### config.mk
export PLATFORM = sky130hd
export DESIGN_NAME = vector_display_list_engine
export DESIGN_NICKNAME = d
export VERILOG_FILES = /design/src/rtl/core/vdle_pkg.sv /design/src/rtl/core/vdle_exec.sv /design/src/rtl/core/vector_display_list_engine.sv
export SDC_FILE = /design/constraint.sdc
export NUM_CORES = 2
export LEC_CHECK = 0
export BUFFER_PORTS_ARGS = -buffer_cell sky130_fd_sc_hd__buf_2
export CAP_MARGIN = 20
export CELL_PAD_IN_SITES_DETAIL_PLACEMENT = 1
export CELL_PAD_IN_SITES_GLOBAL_PLACEMENT = 1
export CORE_UTILIZATION = 38
export DETAILED_ROUTE_END_ITERATION = 8
export GPL_ROUTABILITY_DRIVEN = 0
export HOLD_SLACK_MARGIN = 0.06
export PLACE_DENSITY_LB_ADDON = 0.3
export SETUP_SLACK_MARGIN = 0.5
export SYNTH_ARGS = -nofsm -noshare
export SYNTH_HDL_FRONTEND = slang
export SYNTH_HIERARCHICAL = 1
export SYNTH_SLANG_ARGS = --single-unit
### constraint.sdc
create_clock -name clk_i -period 25.3 [get_ports clk_i]
set_input_delay 5.06 -clock clk_i [delete_from_list [all_inputs] [get_ports clk_i]]
set_output_delay 5.06 -clock clk_i [all_outputs]
set_load 0.02 [all_outputs]
### src/rtl/core/vdle_pkg.sv
package vdle_pkg;

  // opcode in bits 15..13 of the first word
  typedef enum logic [2:0] {
    OP_LONG   = 3'd0,
    OP_HALT   = 3'd1,
    OP_SHORT  = 3'd2,
    OP_STAT   = 3'd3,
    OP_CENTER = 3'd4,
    OP_CALL   = 3'd5,
    OP_RET    = 3'd6,
    OP_JUMP   = 3'd7
  } op_e;

  typedef enum logic [2:0] {
    VAR_PLAIN   = 3'd0,
    VAR_TANK    = 3'd1,
    VAR_BIPLANE = 3'd2,
    VAR_TUBE    = 3'd3,
    VAR_NARROW  = 3'd4,
    VAR_SPACE   = 3'd5,
    VAR_HAVOC   = 3'd6
  } variant_e;

  typedef enum logic [1:0] {
    CFG_VARIANT   = 2'd0,
    CFG_SCALE_MUL = 2'd1,
    CFG_MIRROR_X  = 2'd2,
    CFG_MIRROR_Y  = 2'd3
  } cfg_reg_e;

  typedef enum logic [1:0] {
    FAULT_NONE  = 2'd0,
    FAULT_UNDER = 2'd1,
    FAULT_OVER  = 2'd2
  } fault_e;

  localparam int unsigned FracBitsDef   = 16;
  localparam int unsigned StackDepthDef = 8;

  localparam logic [15:0] LfsrTaps    = 16'hB400;
  localparam logic [15:0] LfsrReset   = 16'h0001;
  localparam logic [1:0]  ScaleMulRst = 2'd2;
  localparam logic [3:0]  ZMask       = 4'he;
  localparam logic [7:0]  LevelMax    = 8'hff;
  localparam logic [3:0]  ZUseStatus  = 4'd2;
  localparam int unsigned CenterSpaceX = 379;
  localparam int unsigned CenterSpaceY = 410;
  localparam int unsigned CenterStd    = 512;

  typedef struct packed {
    variant_e   variant;
    logic [1:0] scale_mul;
    logic       mirror_x;
    logic       mirror_y;
  } vdle_cfg_t;

  typedef struct packed {
    logic [15:0] pc;
    logic [31:0] beam_x;
    logic [31:0] beam_y;
    logic [19:0] scale;
    logic [7:0]  level;
    logic [3:0]  color;
    logic        sparkle;
    logic        run_mirror_x;
    logic [1:0]  bank;
    logic [15:0] lfsr;
  } vdle_arch_t;

  typedef struct packed {
    logic               draw_valid;
    logic signed [15:0] start_x;
    logic signed [15:0] start_y;
    logic signed [15:0] end_x;
    logic signed [15:0] end_y;
    logic [7:0]         beam_level;
    logic [3:0]         color_index;
    logic [15:0]        next_address;
    logic               run_done;
    fault_e             fault;
    logic [1:0]         bank_select;
  } vdle_result_t;

endpackage

### src/rtl/core/vdle_exec.sv
module vdle_exec import vdle_pkg::*; #(
  parameter int unsigned FRAC_BITS   = FracBitsDef,
  parameter int unsigned STACK_DEPTH = StackDepthDef,
  localparam int unsigned SpW        = $clog2(STACK_DEPTH)
) (
  input  logic           start_run_i,
  input  logic [15:0]    first_word_i,
  input  logic [15:0]    second_word_i,
  input  vdle_cfg_t      cfg_i,
  input  vdle_arch_t     arch_i,
  input  logic [SpW-1:0] sp_i,
  input  logic [15:0]    stack_rdata_i,
  output logic [SpW-1:0] stack_raddr_o,
  output logic           push_o,
  output logic [SpW-1:0] push_addr_o,
  output logic [15:0]    push_data_o,
  output vdle_arch_t     arch_o,
  output logic [SpW-1:0] sp_o,
  output vdle_result_t   res_o
);

  localparam logic [SpW-1:0] SpTop = SpW'(STACK_DEPTH - 1);

  vdle_arch_t         eff;
  logic [SpW-1:0]     sp_eff;
  op_e                op;
  logic [15:0]        pc_inc;
  logic [15:0]        jmp_addr;
  logic               narrow, space, tube, havoc;
  logic signed [12:0] dlt_x, dlt_y;
  logic [3:0]         z_raw;
  logic               draw_cmd;
  logic [15:0]        lfsr_nx;
  logic signed [33:0] prod_x, prod_y;
  logic [31:0]        nx, ny;
  logic [11:0]        z_mul;
  logic [7:0]         z_fin;
  logic [7:0]         lvl;
  logic [FRAC_BITS+7:0] sc_full;
  logic [FRAC_BITS+7:0] sc_sh;
  logic [31:0]        sc_prod;
  logic signed [31:0] px0, py0, px1, py1;

  always_comb begin
    eff    = arch_i;
    sp_eff = sp_i;
    if (start_run_i) begin
      eff.pc           = '0;
      eff.level        = '0;
      eff.scale        = '0;
      eff.beam_x       = '0;
      eff.beam_y       = '0;
      eff.run_mirror_x = 1'b0;
      sp_eff           = '0;
    end
  end

  assign op       = op_e'(first_word_i[15:13]);
  assign pc_inc   = eff.pc + ((op == OP_LONG) ? 16'd4 : 16'd2);
  assign jmp_addr = {2'b00, first_word_i[12:0], 1'b0};
  assign narrow   = (cfg_i.variant == VAR_NARROW);
  assign space    = (cfg_i.variant == VAR_SPACE);
  assign tube     = (cfg_i.variant == VAR_TUBE);
  assign havoc    = (cfg_i.variant == VAR_HAVOC);
  assign lfsr_nx  = {1'b0, eff.lfsr[15:1]} ^ (eff.lfsr[0] ? LfsrTaps : 16'h0000);

  // vector deltas and raw intensity
  always_comb begin
    dlt_x    = '0;
    dlt_y    = '0;
    z_raw    = '0;
    draw_cmd = 1'b0;
    if (op == OP_LONG) begin
      draw_cmd = 1'b1;
      z_raw    = second_word_i[15:12] & ZMask;
      if (narrow) begin
        dlt_x = {second_word_i[11], second_word_i[11:0]};
        dlt_y = {first_word_i[11], first_word_i[11:0]};
      end else begin
        dlt_x = second_word_i[12:0];
        dlt_y = first_word_i[12:0];
      end
    end else if (op == OP_SHORT) begin
      draw_cmd = 1'b1;
      z_raw    = first_word_i[7:4] & ZMask;
      dlt_x    = {{7{first_word_i[4]}}, first_word_i[4:0], 1'b0};
      dlt_y    = {{7{first_word_i[12]}}, first_word_i[12:8], 1'b0};
    end
  end

  assign prod_x = dlt_x * $signed({1'b0, eff.scale});
  assign prod_y = dlt_y * $signed({1'b0, eff.scale});

  assign nx = (eff.run_mirror_x ^ cfg_i.mirror_x) ? (eff.beam_x - prod_x[31:0])
                                                  : (eff.beam_x + prod_x[31:0]);
  assign ny = cfg_i.mirror_y ? (eff.beam_y + prod_y[31:0]) : (eff.beam_y - prod_y[31:0]);

  // intensity
  assign z_mul = {8'h00, z_raw} * {4'h0, eff.level};
  always_comb begin
    if (space) begin
      z_fin = z_mul[11] ? LevelMax : z_mul[10:3];
    end else if (z_raw == ZUseStatus) begin
      z_fin = eff.level;
    end else begin
      z_fin = {4'h0, z_raw};
    end
    if (space) begin
      lvl = z_fin;
    end else if (tube || narrow) begin
      lvl = {z_fin[3:0], 4'h0};
    end else begin
      lvl = {z_fin[3:1], 5'b00000};
    end
  end

  // scale word
  assign sc_full = {~first_word_i[7:0], {FRAC_BITS{1'b0}}};
  assign sc_sh   = sc_full >> ({1'b0, first_word_i[10:8]} + 4'd8);
  assign sc_prod = 32'(sc_sh) * {30'd0, cfg_i.scale_mul};

  assign px0 = $signed(eff.beam_x) >>> FRAC_BITS;
  assign py0 = $signed(eff.beam_y) >>> FRAC_BITS;
  assign px1 = $signed(nx) >>> FRAC_BITS;
  assign py1 = $signed(ny) >>> FRAC_BITS;

  assign stack_raddr_o = sp_eff - SpW'(1);
  assign push_addr_o   = sp_eff;
  assign push_data_o   = pc_inc;

  always_comb begin
    arch_o    = eff;
    arch_o.pc = pc_inc;
    sp_o      = sp_eff;
    push_o    = 1'b0;
    res_o     = '0;

    case (op)
      OP_LONG, OP_SHORT: begin
        if (op == OP_LONG && eff.sparkle) begin
          arch_o.lfsr  = lfsr_nx;
          arch_o.color = lfsr_nx[3:0];
        end
        arch_o.beam_x = nx;
        arch_o.beam_y = ny;
      end
      OP_HALT: begin
        res_o.run_done = 1'b1;
      end
      OP_STAT: begin
        if (first_word_i[12]) begin
          arch_o.scale = sc_prod[19:0];
        end else if (space) begin
          arch_o.color = {1'b0, first_word_i[10:8]};
          arch_o.level = first_word_i[7:0];
        end else begin
          arch_o.level = {4'h0, first_word_i[7:4]};
          arch_o.color = {1'b0, first_word_i[2:0]};
          if (tube) begin
            arch_o.sparkle = ~first_word_i[11];
            arch_o.color   = first_word_i[3:0];
          end
          if (havoc) begin
            arch_o.sparkle      = first_word_i[11];
            arch_o.run_mirror_x = first_word_i[10];
            arch_o.bank         = first_word_i[9:8];
          end
        end
      end
      OP_CENTER: begin
        if (space) begin
          arch_o.beam_x = 32'(CenterSpaceX) << FRAC_BITS;
          arch_o.beam_y = 32'(CenterSpaceY) << FRAC_BITS;
        end else begin
          arch_o.beam_x = 32'(CenterStd) << FRAC_BITS;
          arch_o.beam_y = 32'(CenterStd) << FRAC_BITS;
        end
      end
      OP_CALL: begin
        if (jmp_addr == '0) begin
          res_o.run_done = 1'b1;
        end else begin
          push_o = 1'b1;
          if (sp_eff == SpTop) begin
            res_o.run_done = 1'b1;
            res_o.fault    = FAULT_OVER;
            sp_o           = '0;
          end else begin
            sp_o      = sp_eff + SpW'(1);
            arch_o.pc = jmp_addr;
          end
        end
      end
      OP_RET: begin
        if (sp_eff == '0) begin
          res_o.run_done = 1'b1;
          res_o.fault    = FAULT_UNDER;
          sp_o           = SpTop;
        end else begin
          sp_o      = sp_eff - SpW'(1);
          arch_o.pc = stack_rdata_i;
        end
      end
      OP_JUMP: begin
        if (jmp_addr == '0) begin
          res_o.run_done = 1'b1;
        end else begin
          arch_o.pc = jmp_addr;
        end
      end
      default: begin
        res_o.run_done = 1'b1;
      end
    endcase

    if (draw_cmd && (z_fin != '0)) begin
      res_o.draw_valid  = 1'b1;
      res_o.start_x     = px0[15:0];
      res_o.start_y     = py0[15:0];
      res_o.end_x       = px1[15:0];
      res_o.end_y       = py1[15:0];
      res_o.beam_level  = lvl;
      res_o.color_index = arch_o.color;
    end
    res_o.next_address = arch_o.pc;
    res_o.bank_select  = arch_o.bank;
  end

endmodule

### src/rtl/core/vector_display_list_engine.sv
// vector display-list engine
//
// input channel (in_valid_i / in_ready_o) carries one instruction word per
// handshake: start_run_i, first_word_i and, for long vectors, second_word_i.
// output channel (out_valid_o / out_ready_i) returns one result word per
// instruction: the segment drawn (if any) with level and color index, the
// next fetch address, end-of-run flag, stack fault and vector bank.
// configuration registers are written through cfg_we_i / cfg_idx_i /
// cfg_data_i while the engine is idle; the user must keep to this, as the
// block does not enforce it.
//
// throughput: one instruction per cycle while out_ready_i is high; the
// bound is the execute stage, a decode, two 13x20 multiplies and the beam
// add between the input register and the result register.
// reset clears the beam, scale, level, color, program counter and stack
// pointer; the lfsr restarts at one. when the receiver stalls the result
// register holds, the input register fills, and then in_ready_o drops.
module vector_display_list_engine import vdle_pkg::*; #(
  parameter int unsigned FRAC_BITS   = FracBitsDef,
  parameter int unsigned STACK_DEPTH = StackDepthDef
) (
  input  logic               clk_i,
  input  logic               rst_ni,
  // configuration write port
  input  logic               cfg_we_i,
  input  logic [1:0]         cfg_idx_i,
  input  logic [2:0]         cfg_data_i,
  // instruction words in
  input  logic               in_valid_i,
  output logic               in_ready_o,
  input  logic               start_run_i,
  input  logic [15:0]        first_word_i,
  input  logic [15:0]        second_word_i,
  // result words out
  output logic               out_valid_o,
  input  logic               out_ready_i,
  output logic               draw_valid_o,
  output logic signed [15:0] start_x_o,
  output logic signed [15:0] start_y_o,
  output logic signed [15:0] end_x_o,
  output logic signed [15:0] end_y_o,
  output logic [7:0]         beam_level_o,
  output logic [3:0]         color_index_o,
  output logic [15:0]        next_address_o,
  output logic               run_done_o,
  output logic [1:0]         fault_o,
  output logic [1:0]         bank_select_o
);

  localparam int unsigned SpW = $clog2(STACK_DEPTH);

  // configuration registers
  logic [2:0] variant_q;
  logic [1:0] scale_mul_q;
  logic       mirror_x_q;
  logic       mirror_y_q;
  vdle_cfg_t  cfg;

  // input register
  logic        s1_valid_q;
  logic        s1_start_q;
  logic [15:0] s1_first_word_q;
  logic [15:0] s1_second_word_q;

  // architectural state
  vdle_arch_t     arch_q, arch_d;
  logic [SpW-1:0] sp_q, sp_d;
  logic [15:0]    stack_q [STACK_DEPTH];

  // stack access from the execute stage
  logic [SpW-1:0] stack_raddr;
  logic           push;
  logic [SpW-1:0] push_addr;
  logic [15:0]    push_data;

  // result register
  logic         out_valid_q;
  vdle_result_t res_d, res_q;

  logic adv;

  // the execute stage fires when an instruction waits and the result slot
  // is free or being emptied this cycle
  assign adv        = s1_valid_q && (!out_valid_q || out_ready_i);
  assign in_ready_o = !s1_valid_q || adv;

  // unused variant codes decode as plain
  assign cfg.variant   = (variant_q > 3'(VAR_HAVOC)) ? VAR_PLAIN : variant_e'(variant_q);
  assign cfg.scale_mul = scale_mul_q;
  assign cfg.mirror_x  = mirror_x_q;
  assign cfg.mirror_y  = mirror_y_q;

  always_ff @(posedge clk_i or negedge rst_ni) begin
    if (!rst_ni) begin
      variant_q   <= 3'(VAR_PLAIN);
      scale_mul_q <= ScaleMulRst;
      mirror_x_q  <= 1'b0;
      mirror_y_q  <= 1'b0;
    end else if (cfg_we_i) begin
      case (cfg_reg_e'(cfg_idx_i))
        CFG_VARIANT:   variant_q   <= cfg_data_i;
        CFG_SCALE_MUL: scale_mul_q <= cfg_data_i[1:0];
        CFG_MIRROR_X:  mirror_x_q  <= cfg_data_i[0];
        CFG_MIRROR_Y:  mirror_y_q  <= cfg_data_i[0];
        default: ;
      endcase
    end
  end

  // input stage control
  always_ff @(posedge clk_i or negedge rst_ni) begin
    if (!rst_ni) begin
      s1_valid_q <= 1'b0;
    end else if (in_ready_o) begin
      s1_valid_q <= in_valid_i;
    end
  end

  // input stage payload
  always_ff @(posedge clk_i) begin
    if (in_valid_i && in_ready_o) begin
      s1_start_q       <= start_run_i;
      s1_first_word_q  <= first_word_i;
      s1_second_word_q <= second_word_i;
    end
  end

  vdle_exec #(
    .FRAC_BITS  (FRAC_BITS),
    .STACK_DEPTH(STACK_DEPTH)
  ) u_exec (
    .start_run_i  (s1_start_q),
    .first_word_i (s1_first_word_q),
    .second_word_i(s1_second_word_q),
    .cfg_i        (cfg),
    .arch_i       (arch_q),
    .sp_i         (sp_q),
    .stack_rdata_i(stack_q[stack_raddr]),
    .stack_raddr_o(stack_raddr),
    .push_o       (push),
    .push_addr_o  (push_addr),
    .push_data_o  (push_data),
    .arch_o       (arch_d),
    .sp_o         (sp_d),
    .res_o        (res_d)
  );

  // state commits together with the result word
  always_ff @(posedge clk_i or negedge rst_ni) begin
    if (!rst_ni) begin
      arch_q      <= '{lfsr: LfsrReset, default: '0};
      sp_q        <= '0;
      out_valid_q <= 1'b0;
    end else if (adv) begin
      arch_q      <= arch_d;
      sp_q        <= sp_d;
      out_valid_q <= 1'b1;
    end else if (out_ready_i) begin
      out_valid_q <= 1'b0;
    end
  end

  // return stack, entries hold nothing useful until pushed
  always_ff @(posedge clk_i) begin
    if (adv && push) begin
      stack_q[push_addr] <= push_data;
    end
  end

  always_ff @(posedge clk_i) begin
    if (adv) begin
      res_q <= res_d;
    end
  end

  assign out_valid_o    = out_valid_q;
  assign draw_valid_o   = res_q.draw_valid;
  assign start_x_o      = res_q.start_x;
  assign start_y_o      = res_q.start_y;
  assign end_x_o        = res_q.end_x;
  assign end_y_o        = res_q.end_y;
  assign beam_level_o   = res_q.beam_level;
  assign color_index_o  = res_q.color_index;
  assign next_address_o = res_q.next_address;
  assign run_done_o     = res_q.run_done;
  assign fault_o        = res_q.fault;
  assign bank_select_o  = res_q.bank_select;

`ifndef SYNTHESIS
  a_exec_fills_result: assert property (@(posedge clk_i) disable iff (!rst_ni)
    adv |=> out_valid_q)
    else $error("executed instruction did not produce a result word");

  a_fault_ends_run: assert property (@(posedge clk_i) disable iff (!rst_ni)
    adv && (res_d.fault != FAULT_NONE) |-> res_d.run_done)
    else $error("stack fault without end of run");

  a_blank_result: assert property (@(posedge clk_i) disable iff (!rst_ni)
    out_valid_o && !draw_valid_o |-> (beam_level_o == '0) && (color_index_o == '0))
    else $error("level or color set on a result with no segment");

  a_input_holds: assert property (@(posedge clk_i) disable iff (!rst_ni)
    s1_valid_q && !adv |=> s1_valid_q && $stable(s1_first_word_q))
    else $error("waiting instruction lost from the input register");
`endif

endmodule

# Yosys cells after proc, flatten, opt, wreduce, memory -nomap -nowiden
# Memories as Yosys holds them, arrays and structs flattened.
# Index checks and enable logic that the tools add are counted.
[classes]
add_sub_neg = 8
mul = 4
order_cmp = 1
n_eq_ne = 16
n_shift = 1
mux = 58
bitwise = 6
reduce_logical = 24
[ops]
columns = ["cell", "n"]
rows = [
  ["64-bit case mux with 2 select lines", 1],
  ["108-bit two-way mux", 1],
  ["16-bit two-way mux", 6],
  ["13-bit two-way mux", 6],
  ["77-bit two-way mux", 1],
  ["32-bit adder", 2],
  ["13-bit by 21-bit multiplier with 32-bit output", 2],
  ["32-bit two-way mux", 2],
  ["32-bit subtractor", 2],
  ["58-bit two-way mux", 1],
  ["16-bit case mux with 3 select lines", 1],
  ["8-bit two-way mux", 4],
  ["28-bit two-way mux", 1],
  ["3-bit two-way mux", 9],
  ["3-bit == test (second input constant)", 8],
  ["24-bit by 2-bit multiplier with 20-bit output", 1],
  ["24-bit by 4-bit >> shifter with 24-bit output", 1],
  ["20-bit two-way mux", 1],
  ["4-bit two-way mux", 5],
  ["16-bit adder", 1],
  ["16-bit logical NOT", 1],
  ["15-bit by 16-bit XOR with 16-bit output", 1],
  ["4-bit by 8-bit multiplier with 12-bit output", 1],
  ["12-bit two-way mux", 1],
  ["other kinds (30)", 58],
]
[word_totals]
ff_bits = 275
ram_bits = 128
input_bits = 43
n_memories = 1
[mem_list]
columns = ["memory", "words", "word_bits", "read_ports", "rd_ports_with_merged_regs", "write_ports", "line", "rtl"]
rows = [
  ["stack_q", 8, 16, 1, 0, 1, "vector_display_list_engine.sv:68", "logic [15:0] stack_q [STACK_DEPTH];"],
]

# Logic depth before layout (Yosys ltp)
[logic_depth]
depth_word = 9
mapped_depth = 41
ltp_nobuf = 38

# Cells and area by module
# The synthesis kept the hierarchy.
[by_module_without_submodules]
columns = ["module", "n_inst", "cells_per_inst", "area_per_inst_um2", "seq_area_each_um2"]
rows = [
  ["vdle_exec", 1, 3588, 27193.6, 0.0],
  ["vector_display_list_engine", 1, 644, 14311.2, 11383.4],
]

# Worst setup path before layout
# No wires, ideal clock.
[synth_timing]
path_kind = "input port to output port"
start = "in out_ready_i"
end = "out in_ready_o"
t_arrival_ns = 5.338
required_time_ns = 20.240
setup_slack_ns = 14.902
cell_stages = 1
path_buffers = 0
path_cell_list = "nand3b_1"
[synth_via]
elab_chain_cells = 3
[synth_rtl]
columns = ["item", "line", "rtl"]
rows = [
  ["from (decl)", "vector_display_list_engine.sv:36", "input logic out_ready_i,"],
  ["1-bit logical OR", "vector_display_list_engine.sv:84", "assign adv = s1_valid_q && (!out_valid_q || out_ready_i);"],
  ["1-bit logical AND", "vector_display_list_engine.sv:84", ""],
  ["1-bit logical OR", "vector_display_list_engine.sv:85", "assign in_ready_o = !s1_valid_q || adv;"],
  ["to (decl)", "vector_display_list_engine.sv:30", "output logic in_ready_o,"],
]
# Every way passes these cells.

==> results.md <==
Place:
- In this run the tool buffered the top-level ports with 142 buffer cells.
- The cell area after placement is 43720 um2.
- Prior to clock tree synthesis, the placed netlist has a worst setup slack of 13.84 ns.
- The placed wire-length estimate is 101.9 mm.

Cells and area:
- The area occupied by multi-input gates is 27530 um2.
- At the end of the flow, the number of nets in the layout was 5042.
- The fraction of final layout cells with drive strength greater than 1 is 13.51%.
- The layout overhead on the synthesized area is 9.499%.
- The post-route standard cell area excluding fillers is 45450 um2.
- In the final layout, flip-flops and latches occupy 11380 um2.
- Fill cells in the final layout number 12080.

Die:
- The row count is 120.
- The floorplan step set the die width to 332.5 um.
- The number of placed I/O pins is 143.
- The initial standard-cell utilization of the core is 38.55%.
- The area enclosed by the die boundary is 110600 um2.
- The height of the die is 332.5 um.
- The placeable core area is 107700 um2.

Logic synthesis:
- The post-synthesis cell area is 41500 um2.
- In this run the biggest area consumer among cell types represents 19.63% of the synthesized area.
- The commonest cells after synthesis are sky130_fd_sc_hd__nand2_1, sky130_fd_sc_hd__inv_1, sky130_fd_sc_hd__nor2_1.
- The dominant cell by count in the synthesized netlist is sky130_fd_sc_hd__nand2_1.
- A synthesized cell averages 9.807 um2.
- The part of the Yosys area used for sequential elements is 27.43%.
- The post-synthesis async set-or-reset flop share is 35.73%.
- The top cell type by total area after synthesis is sky130_fd_sc_hd__fa_1.
- For this run, the leading register cell type out of synthesis is sky130_fd_sc_hd__edfxtp_1.
- The number of enable-type register cells in the synthesized netlist is 259.
- The number of instances in the synthesized netlist is 4232.
- The unique cell type count in the Yosys netlist is 97.
- The Yosys step of the flow raised 6 warnings.
- The number of synthesized register bits is 403.
- Ranked by total cell area, the synthesized netlist is headed by sky130_fd_sc_hd__fa_1, sky130_fd_sc_hd__edfxtp_1, sky130_fd_sc_hd__ha_1, sky130_fd_sc_hd__dfrtp_1, sky130_fd_sc_hd__mux2_2.
- The synthesized netlist net count is 4985.

Routing:
- After detailed routing, the number of vias per cell comes to 5.597.
- After detailed routing, the average wire length per cell comes to 23.78 um.
- The remaining design rule violation count is 0.
- The wire length on met1 is 64.00 mm.
- The detailed route wirelength on metal2 is 60.95 mm.
- The total met3 wirelength after detailed routing is 7.552 mm.
- The count of TritonRoute iterations in the first routing pass is 5.
- The routed layout has 32090 vias.
- The routed design has 136.3 mm of wire.
- The first routing iteration left 2409 violations.
- In this run the remaining antenna-violating nets after routing total 0.
- Signal routing reaches up to met4.

Timing:
- The worst setup slack after layout is 13.59 ns.
- The clock skew after layout is 0.05561 ns.
- The highest clock rate is 85.40 MHz.
- The worst path uses 46.28% of the clock period.
- Setup violations remaining at the end of the flow were counted as 0.
- For the pin with the worst max-slew slack, the measured transition is 1.134 ns.
- Setup repair after global routing left no endpoint under its margin.
- The final setup TNS is 0 ns.
- In this run the tightest slew margin relative to its limit is 24.39%.
- The final count of hold timing violations was 0.
- The number of pins with negative max-slew slack in the final report was 0.
- The post-route minimum period is 11.71 ns.

Setup path:
- In this run the critical register-to-register path is launched from s1_first_word_q[13]$_DFFE_PP_.
- STA classifies the critical path endpoint as a flip-flop.
- The capturing point of the worst reg2reg path is arch_q[115]$_DFFE_PN0P_.
- The total buffers and inverters traversed by the critical path is 5.
- The maximum fanout along the worst path is 43.
- The cell that appears most often on the critical path is sky130_fd_sc_hd__fa_1.
- The cell count of the worst reg-to-reg path is 37.
- The reg2reg setup slack is 13.59 ns.
- At the worst endpoint, the arrival time is 12.18 ns.
- The worst setup path is launched from a flip-flop.
- For the worst setup path, the data required time is 25.77 ns.
- The largest individual stage delay along the critical path comes from the cell sky130_fd_sc_hd__edfxtp_1.
- The classification of the worst setup path is reg -> reg.
- The gate family responsible for the most delay along the worst path is adder cells.
- The critical path's largest stage delay is 0.63 ns.

Power:
- The net switching share of the total power is 36.59%.
- The total power per unit cell area is 53.95 nW/um2.
- In this run, the combinational gates consume 36.0% of the power.
- The sequential group share of total power is 33.7%.
- The leakage power total is 21.23 nW.
- The worst vdd rail ir drop is 0.04961 mV.
- The internal power contribution is 1.555 mW.
- The sum of internal, switching and leakage power is 2.452 mW.
- For this design the total switching power over the nets is 0.8972 mW.
- The clock network is responsible for 30.3% of the overall power.

Min path:
- In this run the worst hold path is classified as reg -> reg.
- Counting instances, the worst hold path has a depth of 1.
- The worst hold path endpoint is arch_q[116]$_DFFE_PN0P_.
- The source of the worst hold timing path is arch_q[116]$_DFFE_PN0P_.

Global route:
- The via count of the first global-routing pass is 34010.
- The largest net degree at the start of global routing is 83.
- The first global-routing pass estimated 212.2 mm of wire.
- Across every metal layer, demand over resource in global routing totals 24.96%.
- The initial antenna violation count is 2.
- The residual overflow from global routing is 0.

Clocking:
- The cell chosen for the clock root is sky130_fd_sc_hd__clkbuf_16.
- The total of hold buffers inserted after clock tree synthesis is 0.
- The total number of clock tree sinks is 403.
- The number of buffers created by CTS is 48.
- The TritonCTS clock tree is yes.
- The count of instances resized after the clock tree is built is 0.
- For the worst-skew pair, the clock arrives at the later sink with an insertion delay of 0.64 ns.
- The depth of the CTS H-tree is 2.
- After clock tree synthesis, the clock-pin slew on the worst setup and hold paths is 0.06 ns.
- The number of post-CTS setup repair buffers is 0.
- The clock passes through at most 3 buffers.

Status:
- The flow ran to the end, and the final reports show no timing, DRC or antenna violations.

Job:
- The number of max-cap violations is 0.
## layout by cell type (no fill, tap or decap), types with 47 or more instances in the layout
cell,Yosys,routed
sky130_fd_sc_hd__fa_1,407,407
sky130_fd_sc_hd__inv_1,436,436
sky130_fd_sc_hd__xnor2_1,113,111
sky130_fd_sc_hd__xor2_1,83,83
sky130_fd_sc_hd__nor2_1,423,421
sky130_fd_sc_hd__nor3_1,51,47
sky130_fd_sc_hd__clkbuf_16,0,49
sky130_fd_sc_hd__nor2b_1,96,92
sky130_fd_sc_hd__mux2_2,181,181
sky130_fd_sc_hd__dfrtp_1,142,142
sky130_fd_sc_hd__buf_2,20,141
sky130_fd_sc_hd__nand3_1,63,63
sky130_fd_sc_hd__o21ai_0,127,127
sky130_fd_sc_hd__nand2_1,529,528
sky130_fd_sc_hd__ha_1,303,303
sky130_fd_sc_hd__edfxtp_1,259,259
sky130_fd_sc_hd__and2_1,50,49
sky130_fd_sc_hd__a21o_1,78,78
sky130_fd_sc_hd__a21oi_1,148,146
sky130_fd_sc_hd__buf_4,19,91
## sequential cells by signal (all words and copies together) (netlist names), 2 cells and up
signal / cells
arch_q: 132
bank_select_o: 2
beam_level_o: 8
color_index_o: 4
end_x_o: 16
end_y_o: 16
fault_o: 2
next_address_o: 16
s1_first_word_q: 16
s1_second_word_q: 16
scale_mul_q: 2
sp_q: 3
stack_q: 128
start_x_o: 16
start_y_o: 16
variant_q: 3
## kinds of logic after synthesis
family | share of synthesized area (%)
muxes | 7.618
DFF | 27.43
and+or+nand+nor | 15.11
AOI/OAI and AO/OA | 10.48
buffers and inverters | 6.466
xor gates and xnor gates | 4.136
adders and majority gates | 28.77
## layout make-up
cell class / count / area share (%)
Multi-Input combinational cell: 3162 / 60.57
Timing Repair Buffer: 234 / 3.141
Inverter: 440 / 3.651
Tap cell: 1403 / 3.863
Clock buffer: 60 / 2.965
Sequential cell: 403 / 25.05
Clock inverter: 30 / 0.7543
Antenna cell: 2 / 0.01101
## stage by stage
stage / util, % / cells / hold slack [ns]
3_5_place_dp: 40.62 / 5641 / 0.4885
2_1_floorplan: - / 4232 / 0.4726
3_3_place_gp: 40.62 / 5641 / 0.4806
4_1_cts: 42.19 / 5731 / 0.5007
6_report: 42.22 / 5734 / 0.4961
5_1_grt: 42.22 / 5734 / 0.5137
## layer usage
| layer | global-route usage [%] | vias to the layer above |
|---|---|---|
| met2 | 39.09 | 905 |
| met4 | 6.954 | 0 |
| met3 | 3.125 | 186 |
| met1 | 36.12 | 16580 |
| met5 | 0 | - |
| li1 | - | 14420 |
## worst max path at each step
| stage | depth (start not counted) | start | to |
|---|---|---|---|
| floorplan | 1 | out_ready_i | in_ready_o |
| global placement | 35 | s1_first_word_q[13]$_DFFE_PP_ | arch_q[115]$_DFFE_PN0P_ |
| detailed placement | 36 | variant_q[0]$_DFFE_PN0P_ | arch_q[115]$_DFFE_PN0P_ |
| CTS | 36 | variant_q[0]$_DFFE_PN0P_ | arch_q[115]$_DFFE_PN0P_ |
| global route | 35 | s1_first_word_q[13]$_DFFE_PP_ | arch_q[115]$_DFFE_PN0P_ |
| finish | 37 | s1_first_word_q[13]$_DFFE_PP_ | arch_q[115]$_DFFE_PN0P_ |
## power by group through the flow
stage	clock [mW]	sequential [mW]	combinational, mW
after floorplan	0	0.844	0.611
final	0.744	0.827	0.882
after global routing	0.777	0.835	0.958
after detailed placement	0	0.839	0.866
after global placement	0	0.836	0.852
after CTS	0.761	0.827	0.877
Note: power is estimated with default switching activity, not from simulation.
